**src/rtl/core/dptf_pkg.sv**
```systemverilog
`timescale 1ns / 1ps
`default_nettype none
// ---------------------------------------------------------------------------
// dptf_pkg
// Shared types, constants and date helpers of the dated price table.
// ---------------------------------------------------------------------------
package dptf_pkg;

  localparam int TABLE_DEPTH_DEF = 256;
  localparam int YEAR_W   = 14;
  localparam int MONTH_W  = 7;
  localparam int DAY_W    = 7;
  localparam int PRICE_W  = 48;
  localparam int AMOUNT_W = 32;
  localparam int STATUS_W = 3;
  localparam int TOTAL_W  = 58;
  localparam int KEY_W    = 23;
  localparam int LIMIT_W  = 15;
  localparam int PROD_W   = 63;

  localparam logic [LIMIT_W-1:0] LIMIT_RESET = 15'd1000;
  localparam logic [YEAR_W-1:0]  YEAR_MAX    = 14'd9999;
  localparam logic [TOTAL_W-1:0] TOTAL_MAX   = {TOTAL_W{1'b1}};
  localparam logic [12:0]        RECIP_100   = 13'd5243;

  localparam logic [STATUS_W-1:0] ST_OK         = 3'd0;
  localparam logic [STATUS_W-1:0] ST_BAD_DATE   = 3'd1;
  localparam logic [STATUS_W-1:0] ST_BAD_AMOUNT = 3'd2;
  localparam logic [STATUS_W-1:0] ST_NO_EARLIER = 3'd3;
  localparam logic [STATUS_W-1:0] ST_FULL       = 3'd4;

  localparam logic FUNC_LOAD  = 1'b0;
  localparam logic FUNC_QUERY = 1'b1;

  localparam logic [3:0] MONTH_FEB = 4'd2;

  typedef struct packed {
    logic cap;
    logic scan_start;
    logic scan_run;
    logic write;
    logic mul_hi;
    logic mul_lo;
    logic finish;
  } dp_cmd_t;

  typedef struct packed {
    logic date_ok;
    logic amt_ok;
    logic func;
    logic scan_done;
    logic found;
    logic out_busy;
  } dp_sts_t;

  function automatic logic is_leap(input logic [YEAR_W-1:0] year);
    logic [26:0] prod;
    logic [7:0]  q;
    logic [14:0] qx;
    logic [YEAR_W-1:0] r;
    prod = year * RECIP_100;
    q    = prod[26:19];
    qx   = q * 7'd100;
    r    = year - qx[YEAR_W-1:0];
    return (year[1:0] == 2'd0) && ((r != '0) || (q[1:0] == 2'd0));
  endfunction

  function automatic logic [4:0] month_len(input logic [3:0] month, input logic leap);
    logic [4:0] len;
    case (month)
      4'd1, 4'd3, 4'd5, 4'd7, 4'd8, 4'd10, 4'd12: len = 5'd31;
      4'd4, 4'd6, 4'd9, 4'd11:                    len = 5'd30;
      MONTH_FEB:                                  len = leap ? 5'd29 : 5'd28;
      default:                                    len = 5'd0;
    endcase
    return len;
  endfunction

endpackage
`default_nettype wire

```
**src/rtl/core/dptf_ctrl.sv**
```systemverilog
`timescale 1ns / 1ps
`default_nettype none
// ---------------------------------------------------------------------------
// dptf_ctrl
// Sequencer: check, table scan, write back or multiply, result transfer.
// ---------------------------------------------------------------------------
module dptf_ctrl (
  input  wire                clk,
  input  wire                rst_n,
  input  wire                in_valid,
  output logic               in_stall,
  input  dptf_pkg::dp_sts_t  sts,
  output dptf_pkg::dp_cmd_t  cmd
);
  import dptf_pkg::*;

  typedef enum logic [6:0] {
    S_IDLE  = 7'b0000001,
    S_CHECK = 7'b0000010,
    S_SCAN  = 7'b0000100,
    S_WRITE = 7'b0001000,
    S_MULH  = 7'b0010000,
    S_MULL  = 7'b0100000,
    S_DONE  = 7'b1000000
  } state_t;

  state_t state_r, state_nxt;

  assign in_stall = (state_r != S_IDLE);

  always_comb begin
    state_nxt = state_r;
    cmd       = '0;
    case (state_r)
      S_IDLE: begin
        if (in_valid) begin
          cmd.cap   = 1'b1;
          state_nxt = S_CHECK;
        end
      end
      S_CHECK: begin
        if (!sts.date_ok || (sts.func == FUNC_QUERY && !sts.amt_ok)) begin
          state_nxt = S_DONE;
        end else begin
          cmd.scan_start = 1'b1;
          state_nxt      = S_SCAN;
        end
      end
      S_SCAN: begin
        cmd.scan_run = 1'b1;
        if (sts.scan_done) begin
          if (sts.func == FUNC_LOAD) state_nxt = S_WRITE;
          else if (sts.found)        state_nxt = S_MULH;
          else                       state_nxt = S_DONE;
        end
      end
      S_WRITE: begin
        cmd.write = 1'b1;
        state_nxt = S_DONE;
      end
      S_MULH: begin
        cmd.mul_hi = 1'b1;
        state_nxt  = S_MULL;
      end
      S_MULL: begin
        cmd.mul_lo = 1'b1;
        state_nxt  = S_DONE;
      end
      S_DONE: begin
        if (!sts.out_busy) begin
          cmd.finish = 1'b1;
          state_nxt  = S_IDLE;
        end
      end
      default: state_nxt = S_IDLE;
    endcase
  end

  always_ff @(posedge clk) begin
    if (!rst_n) state_r <= S_IDLE;
    else        state_r <= state_nxt;
  end

endmodule
`default_nettype wire

```
**config.mk**
```make
export PLATFORM = sky130hd
export DESIGN_NAME = dptf_ctrl
export DESIGN_NICKNAME = d
export VERILOG_FILES = /design/src/rtl/core/dptf_pkg.sv /design/src/rtl/core/dptf_ctrl.sv
export SDC_FILE = /design/constraint.sdc
export NUM_CORES = 1
export LEC_CHECK = 0
export BUFFER_PORTS_ARGS = -buffer_cell sky130_fd_sc_hd__buf_2
export CAP_MARGIN = 25
export CORE_AREA = 2 2 39 41
export DETAILED_ROUTE_END_ITERATION = 10
export DIE_AREA = 0 0 41 43
export GPL_TIMING_DRIVEN = 0
export PLACE_DENSITY_LB_ADDON = 0.05
export SLEW_MARGIN = 20
export SYNTH_ARGS = -nofsm -noshare
export SYNTH_HDL_FRONTEND = slang
export SYNTH_SLANG_ARGS = --single-unit
```
**constraint.sdc**
```tcl
create_clock -name clk -period 2.3 [get_ports clk]
set_input_delay 0.115 -clock clk [delete_from_list [all_inputs] [get_ports clk]]
set_output_delay 0.115 -clock clk [all_outputs]
set_load 0.005 [all_outputs]
```
# After elaboration in Yosys (flattened, before gate mapping)
# Cells that the tools add are included.
# Widths: inputs -> output; s select.
# classes
eq_ne	11
muxes	17
n_reduce_logical	6
# ops
operator	n
$mux 7	6
$pmux 7 s6	1
$mux 1	10
$eq 7x1->1 const B	1
$eq 7x2->1 const B	1
$eq 7x3->1 const B	1
$eq 7x4->1 const B	1
$eq 7x5->1 const B	1
$eq 7x6->1 const B	1
$eq 7x7->1 const B	1
$ne 7x1->1 const B	1
$ne 2x2->1 const B	3
$reduce_and 3->1	1
$logic_not 1->1	2
$reduce_or 2->1	1
$logic_and 1x1->1	1
$logic_or 1x1->1	1
# word_totals
regBits	7
output_inout_bits	8
wordCells	35

# Longest topological paths before layout
# Gate-level depths: netlist of the first run.
# depth
word_depth	5
mapped_depth	5
mapped_depth_nobuf	4

# Worst setup path before layout of the first run
# OpenSTA, ideal clock, no wires.
# synth_path
kind	register to register
startpoint	register state_r[2]
endpoint	register state_r[6]
arrival_time_ns	1.301
slack_ns	0.868
path_stages_with_launch	6
period_less_slack_ns	1.432
path_cell_list	dfxtp_1 -> buf_6 -> nor3_2 -> nand4b_1 -> o2111ai_2 -> o32ai_2
# synth_between
elab_chain_cells	3
# synth_lines
item	line	source
from (decl)	dptf_ctrl.sv:27	state_t state_r, state_nxt;
from (signal assigned)	dptf_ctrl.sv:81	else state_r <= state_nxt;
$eq 7x6->1 (tied with other cells)	dptf_ctrl.sv:34	case (state_r)
$reduce_or 2->1 (no source line) / $ne 2x2->1 (equally long branches)	n/a	
$pmux 7 s6 / $reduce_and 3->1 (equally long branches)	n/a	
# Parallel ways exist; a longest one is shown, timed or not.
# A chain may end at the register's enable or synchronous reset.

==> results.sh, run 1 <==
export IMPL_worst_pin_slew_ps=461.5
export IMPL_grt_pass1_wl_um=1842
export IMPL_p_leak_uw=0.0002840
export IMPL_dr_max_layer_used="met4"
export IMPL_startpoint_type="register"
export IMPL_wl_met2_um=477
export IMPL_wl_per_cell_um=11.80
export IMPL_synth_edf_count=0
export IMPL_grt_pass1_vias=427
export IMPL_row_count=14
export IMPL_met3WireLength_um=52
export IMPL_clk_path_buf_depth=2
export IMPL_crit_slowest_cell="nor4_1"
export IMPL_critPathArrivalTime_ps=1640
export IMPL_cts_root_buf="clkbuf_4"
export IMPL_synth_area_leaders="dfxtp_1, nor2_1, inv_1, nor4_4, nor3_1"
export IMPL_layout_commonest_cell="buf_2"
export IMPL_clock_sinks=7
export IMPL_synthArstFlopShare_pct=0
export IMPL_reg2regPathDepth=5
export IMPL_hold_viol=0
export IMPL_gp_congestion=0.6666
export IMPL_status="finished, final reports clean"
export IMPL_cts_setup_buffers=0
export IMPL_yosysWarnings=0
export IMPL_slew_viol_final=0
export IMPL_multi_input_area_um2=305.3
export IMPL_largest_register_ffs=7
export IMPL_nets=86
export IMPL_ir_drop_mv=0.2719
export IMPL_regArea_um2=140.1
export IMPL_r2r_start="state_r[2]"
export IMPL_drt_pass1_iter_count=2
export IMPL_r2r_slack_ps=690
export IMPL_m1WireLength_um=551
export IMPL_cts_hold_buf=0
export IMPL_tns_ps=0
export IMPL_setup_viol_count_final=0
export IMPL_slew_headroom_pct=68.95
export IMPL_port_buffers=16
export IMPL_largest_register="state_r"
export IMPL_core_um2=1384
export IMPL_power_uw=457.1
export IMPL_reg2reg_to="state_r[6]"
export IMPL_pin_count=17
export IMPL_startpoint="state_r[2]"
export IMPL_min_to="state_r[3]"
export IMPL_cp_required_ps=2180
export IMPL_initial_core_util_pct=34.63
export IMPL_critPathMaxStageDelay_ps=440
export IMPL_path_max_fanout=7
export IMPL_fin_crit_ps=1753
export IMPL_cts_tree="yes"
export IMPL_fill_cells=145
export IMPL_min_path_type="in2reg"
export IMPL_synth_top_area_share_pct=29.24
export IMPL_synth_cell_types=29
export IMPL_fin_worst_skew_ps=2.018
export IMPL_clock_latency_ps=250
export IMPL_grt_ovfl_total=0
export IMPL_yosys_area_top_type="dfxtp_1"
export IMPL_grt_max_degree=8
export IMPL_min_period_over_period_pct=76.21
export IMPL_synth_seq_cells=7
export IMPL_cts_resized_gates=0
export IMPL_avgSynthCellArea_um2=8.557
export IMPL_htreeDepth=1
export IMPL_cts_inserted_buffers=3
export IMPL_cap_violations=0
export IMPL_drc=0
export IMPL_min_path_cells=2
export IMPL_grt_use_total_pct=15.68
export IMPL_wirelength_um=1086
export IMPL_fmaxAchievable_mhz=570.5
export IMPL_area_delta_synth_final_pct=26.37
export IMPL_first_iter_violations=3
export IMPL_drive_above_1_share_pct=35.53
export IMPL_num_vias=461
export IMPL_powerDensity_nw_per_um2=754.8
export IMPL_die_h_um=43
export IMPL_clkTransAtPathRegs_ps=50
export IMPL_final_cell_mix="buf_2, nor2_1, dfxtp_1"
export IMPL_yosysSeqAreaShare_pct=29.24
export IMPL_die_x_um=41
export IMPL_viasPerCell=5.011
export IMPL_synth_area_um2=479.2
export IMPL_reg_largest_list="state_r (7)"
export IMPL_antenna_left=0
export IMPL_synth_main_ff_cell="dfxtp_1"
export IMPL_path_class="reg2out"
export IMPL_die_area_um2=1763
export IMPL_hold_start="sts[3]"
export IMPL_n_antenna_cell=0
export IMPL_rsz0062_at_grt="false"
export IMPL_crit_chain="buf_6 -> nor4_1 -> nand3_1 -> nor3_1 -> buf_2"
export IMPL_synthesis_nets=65
export IMPL_antenna_found_initial=0
export IMPL_cp_end_kind="primary output"
export IMPL_synthCells=56
power breakdown:
group | internal [uW] | total [uW] | switching, uW
registers | 137 | 169 | 32.1
logic | 86.4 | 179 | 92.9
clock network | 66.0 | 109 | 42.7
metrics by stage:
| stage | setup WS (ps) | hold WS (ps) | utilization [%] | area (um^2) | cells |
|---|---|---|---|---|---|
| 3_5_place_dp | 669.2 | 332.2 | 41.86 | 579.3 | 88 |
| 4_1_cts | 511.3 | 63.03 | 43.76 | 605.6 | 92 |
| 3_3_place_gp | 638.8 | 334.4 | 41.86 | 579.3 | 88 |
| 2_1_floorplan | 868.2 | 194.3 | - | 479.2 | 56 |
| 5_1_grt | 441.5 | 65.75 | 43.76 | 605.6 | 92 |
| 6_report | 547.1 | 73.14 | 43.76 | 605.6 | 92 |
worst max-delay path: cells and delay by family, from the launching register on:
kind          cells  cell delay (ps)
buf+inv           2              290
flops             1              300
simple gates      3              800
worst max path at each step:
stage / endpoint / slack (ps) / depth (start not counted)
5_1_grt: cmd[5] / 440 / 5
2_1_floorplan: state_r[6] / 870 / 5
3_5_place_dp: state_r[6] / 670 / 5
4_1_cts: cmd[5] / 510 / 5
6_report: cmd[5] / 550 / 5
3_3_place_gp: state_r[6] / 640 / 5
layer usage:
metal / vias to the layer above / GRT usage [%]
li1: 246 / -
met1: 200 / 21.94
met2: 13 / 21.88
met3: 2 / 3.141
met4: 0 / 8.000
met5: - / 0
cell usage after synthesis, types with 2 or more instances:
library cell  count
inv_1             6
xor2_1            2
nand2_1           3
nand3b_1          2
dfxtp_1           7
nor4_1            2
nor3_1            4
nand3_1           2
nor2_1            7
nand4b_1          2
cell type report:
cell class	instances	share of cell area [%]
sequential	7	23.14
tap	16	3.306
inverter	6	3.719
multi-input combinational	42	50.41
timing repair buffer	16	13.22
clock buffer	4	4.339
buffer	1	1.860
cells by family after synthesis:
family          share of synthesized area (%)
simple gates                            41.26
xor+xnor                                5.484
buf+inv                                 7.049
compound gates                          16.97
flops                                   29.24
Power figures use the tool's default switching activity.
==> inputs of run 2 (changes only) <==
- clock period: 2.3 -> 1.41 ns (I/O delays scaled with it)
==> results.sh, run 2 (same netlist as run 1, synthesis figures left out) <==
export IMPL_status="complete, but fails checks"
export IMPL_violations="negative setup slack"
export IMPL_power_uw=916.2
export IMPL_hold_start="sts[3]"
export IMPL_wl_per_cell_um=12.67
export IMPL_largest_register_ffs=7
export IMPL_crit_chain="nor4_4 -> buf_4 -> nand2_4 -> o311a_1 -> o32ai_2"
export IMPL_drive_above_1_share_pct=62.07
export IMPL_final_util_pct=59.04
export IMPL_hold_viol=0
export IMPL_num_vias=512
export IMPL_grt_pass1_vias=494
export IMPL_core_um2=1384
export IMPL_nets=97
export IMPL_antenna_found_initial=0
export IMPL_viasPerCell=4.971
export IMPL_n_antenna_cell=0
export IMPL_slew_viol_final=0
export IMPL_setup_viol_count_final=5
export IMPL_fin_worst_skew_ps=5.673
export IMPL_die_h_um=43
export IMPL_grt_max_degree=8
export IMPL_crit_buf_inv=1
export IMPL_grt_pass1_wl_um=2090
export IMPL_min_path_type="in2reg"
export IMPL_grt_use_total_pct=17.36
export IMPL_first_iter_violations=5
export IMPL_clkTransAtPathRegs_ps=50
export IMPL_dpl_worst_slack_ps=-153.8
export IMPL_cts_root_buf="clkbuf_4"
export IMPL_layout_setup_ws_ps=-131.4
export IMPL_cts_tree="yes"
export IMPL_cp_end_kind="register"
export IMPL_hpwl_um=903.5
export IMPL_antenna_left=0
export IMPL_clock_sinks=7
export IMPL_critPathTopFamily="compound AO/OA/AOI/OAI gates"
export IMPL_grt_ovfl_total=0
export IMPL_rsz0062_at_grt="true"
export IMPL_htreeDepth=1
export IMPL_cap_violations=0
export IMPL_wirelength_um=1305
export IMPL_area_delta_synth_final_pct=70.50
export IMPL_die_x_um=41
export IMPL_drc=0
export IMPL_r2r_start="state_r[5]"
export IMPL_critPathMaxStageDelay_ps=360
export IMPL_clock_latency_ps=250
export IMPL_cts_hold_buf=0
export IMPL_path_class="reg2reg"
export IMPL_die_area_um2=1763
export IMPL_gp_congestion=0.6758
export IMPL_drt_pass1_iter_count=2
export IMPL_multi_input_area_um2=396.6
export IMPL_slew_headroom_pct=76.71
export IMPL_cts_inserted_buffers=3
export IMPL_crit_slowest_cell="dfxtp_4"
export IMPL_cp_required_ps=1570
export IMPL_regArea_um2=157.7
export IMPL_tns_ps=-305.8
export IMPL_startpoint_type="register"
export IMPL_worst_pin_slew_ps=348.8
export IMPL_fin_crit_ps=1541
export IMPL_p_leak_uw=0.0003810
export IMPL_largest_register="state_r"
export IMPL_row_count=14
export IMPL_critPathArrivalTime_ps=1700
export IMPL_port_buffers=16
export IMPL_powerDensity_nw_per_um2=1121
export IMPL_path_max_fanout=5
export IMPL_fill_cells=130
export IMPL_reg_largest_list="state_r (7)"
export IMPL_pin_count=17
export IMPL_min_period_over_period_pct=109.3
export IMPL_initial_core_util_pct=34.63
export IMPL_final_cell_mix="buf_2, buf_4, nor2_1"
export IMPL_startpoint="state_r[5]"
export IMPL_ir_drop_mv=0.5918
export IMPL_fmaxAchievable_mhz=648.8
export IMPL_layout_commonest_cell="buf_2"
export IMPL_clk_path_buf_depth=2
-- run 2: cell types whose count changed in the layout (fill, tap and decap cells not counted), moves of 2 or more --
cell	before	now
dfxtp_2	0	2
buf_2	16	14
nor3_1	4	1
dfxtp_4	0	4
buf_6	1	5
buf_4	0	9
nor3_2	1	3
dfxtp_1	7	1
-- run 2: worst paths after layout --
| path | end | slack (ps) | cells past startpoint |
|---|---|---|---|
| max reg2reg | state_r[6] | -130 | 5 |
| min reg2reg | state_r[5] | 550 | 2 |
| max | state_r[6] | -130 | 5 |
| min | state_r[3] | 20 | 2 |
-- run 2: report_power, final --
part | switching, uW | internal (uW) | total [uW]
combinational | 198 | 250 | 448
sequential | 68.8 | 219 | 288
clock | 72.5 | 108 | 180
total | 339 | 577 | 916
-- run 2: layer usage --
| metal | track usage [%] | vias up | routed length, um |
|---|---|---|---|
| li1 | - | 268 | - |
| met1 | 24.18 | 231 | 634 |
| met2 | 25.00 | 11 | 623 |
| met3 | 3.141 | 2 | 41 |
| met4 | 8.000 | 0 | 5 |
| met5 | 0 | - | 0 |
-- run 2: timing repair --
item	in CTS	in global routing
pin swaps	7	10
resized for setup	9	21
buffers inserted	7	5
setup endpoints to repair	14	15
cloned	0	0
-- run 2: worst register-to-register path, cell delays in order, from the launching register on --
cell and delay [ps]:
dfxtp_4 360, nor4_4 320, buf_4 180, nand2_4 50, o311a_1 320, o32ai_2 230
-- run 2: cell type report --
cell class                      instances  area share [%]
Clock buffer                            4           3.216
Inverter                                6           2.757
Sequential cell                         7           19.30
Multi-Input combinational cell         42           48.55
Timing Repair Buffer                   28           23.74
Tap cell                               16           2.450
-- run 2: through the flow --
| step | cells | area [um^2] | hold WS [ps] |
|---|---|---|---|
| floorplan | 56 | 490.5 | 149.8 |
| global placement | 88 | 590.6 | 286.6 |
| detailed placement | 88 | 590.6 | 287.0 |
| CTS | 99 | 715.7 | 16.84 |
| global route | 103 | 817.0 | 16.27 |
| finish | 103 | 817.0 | 22.46 |
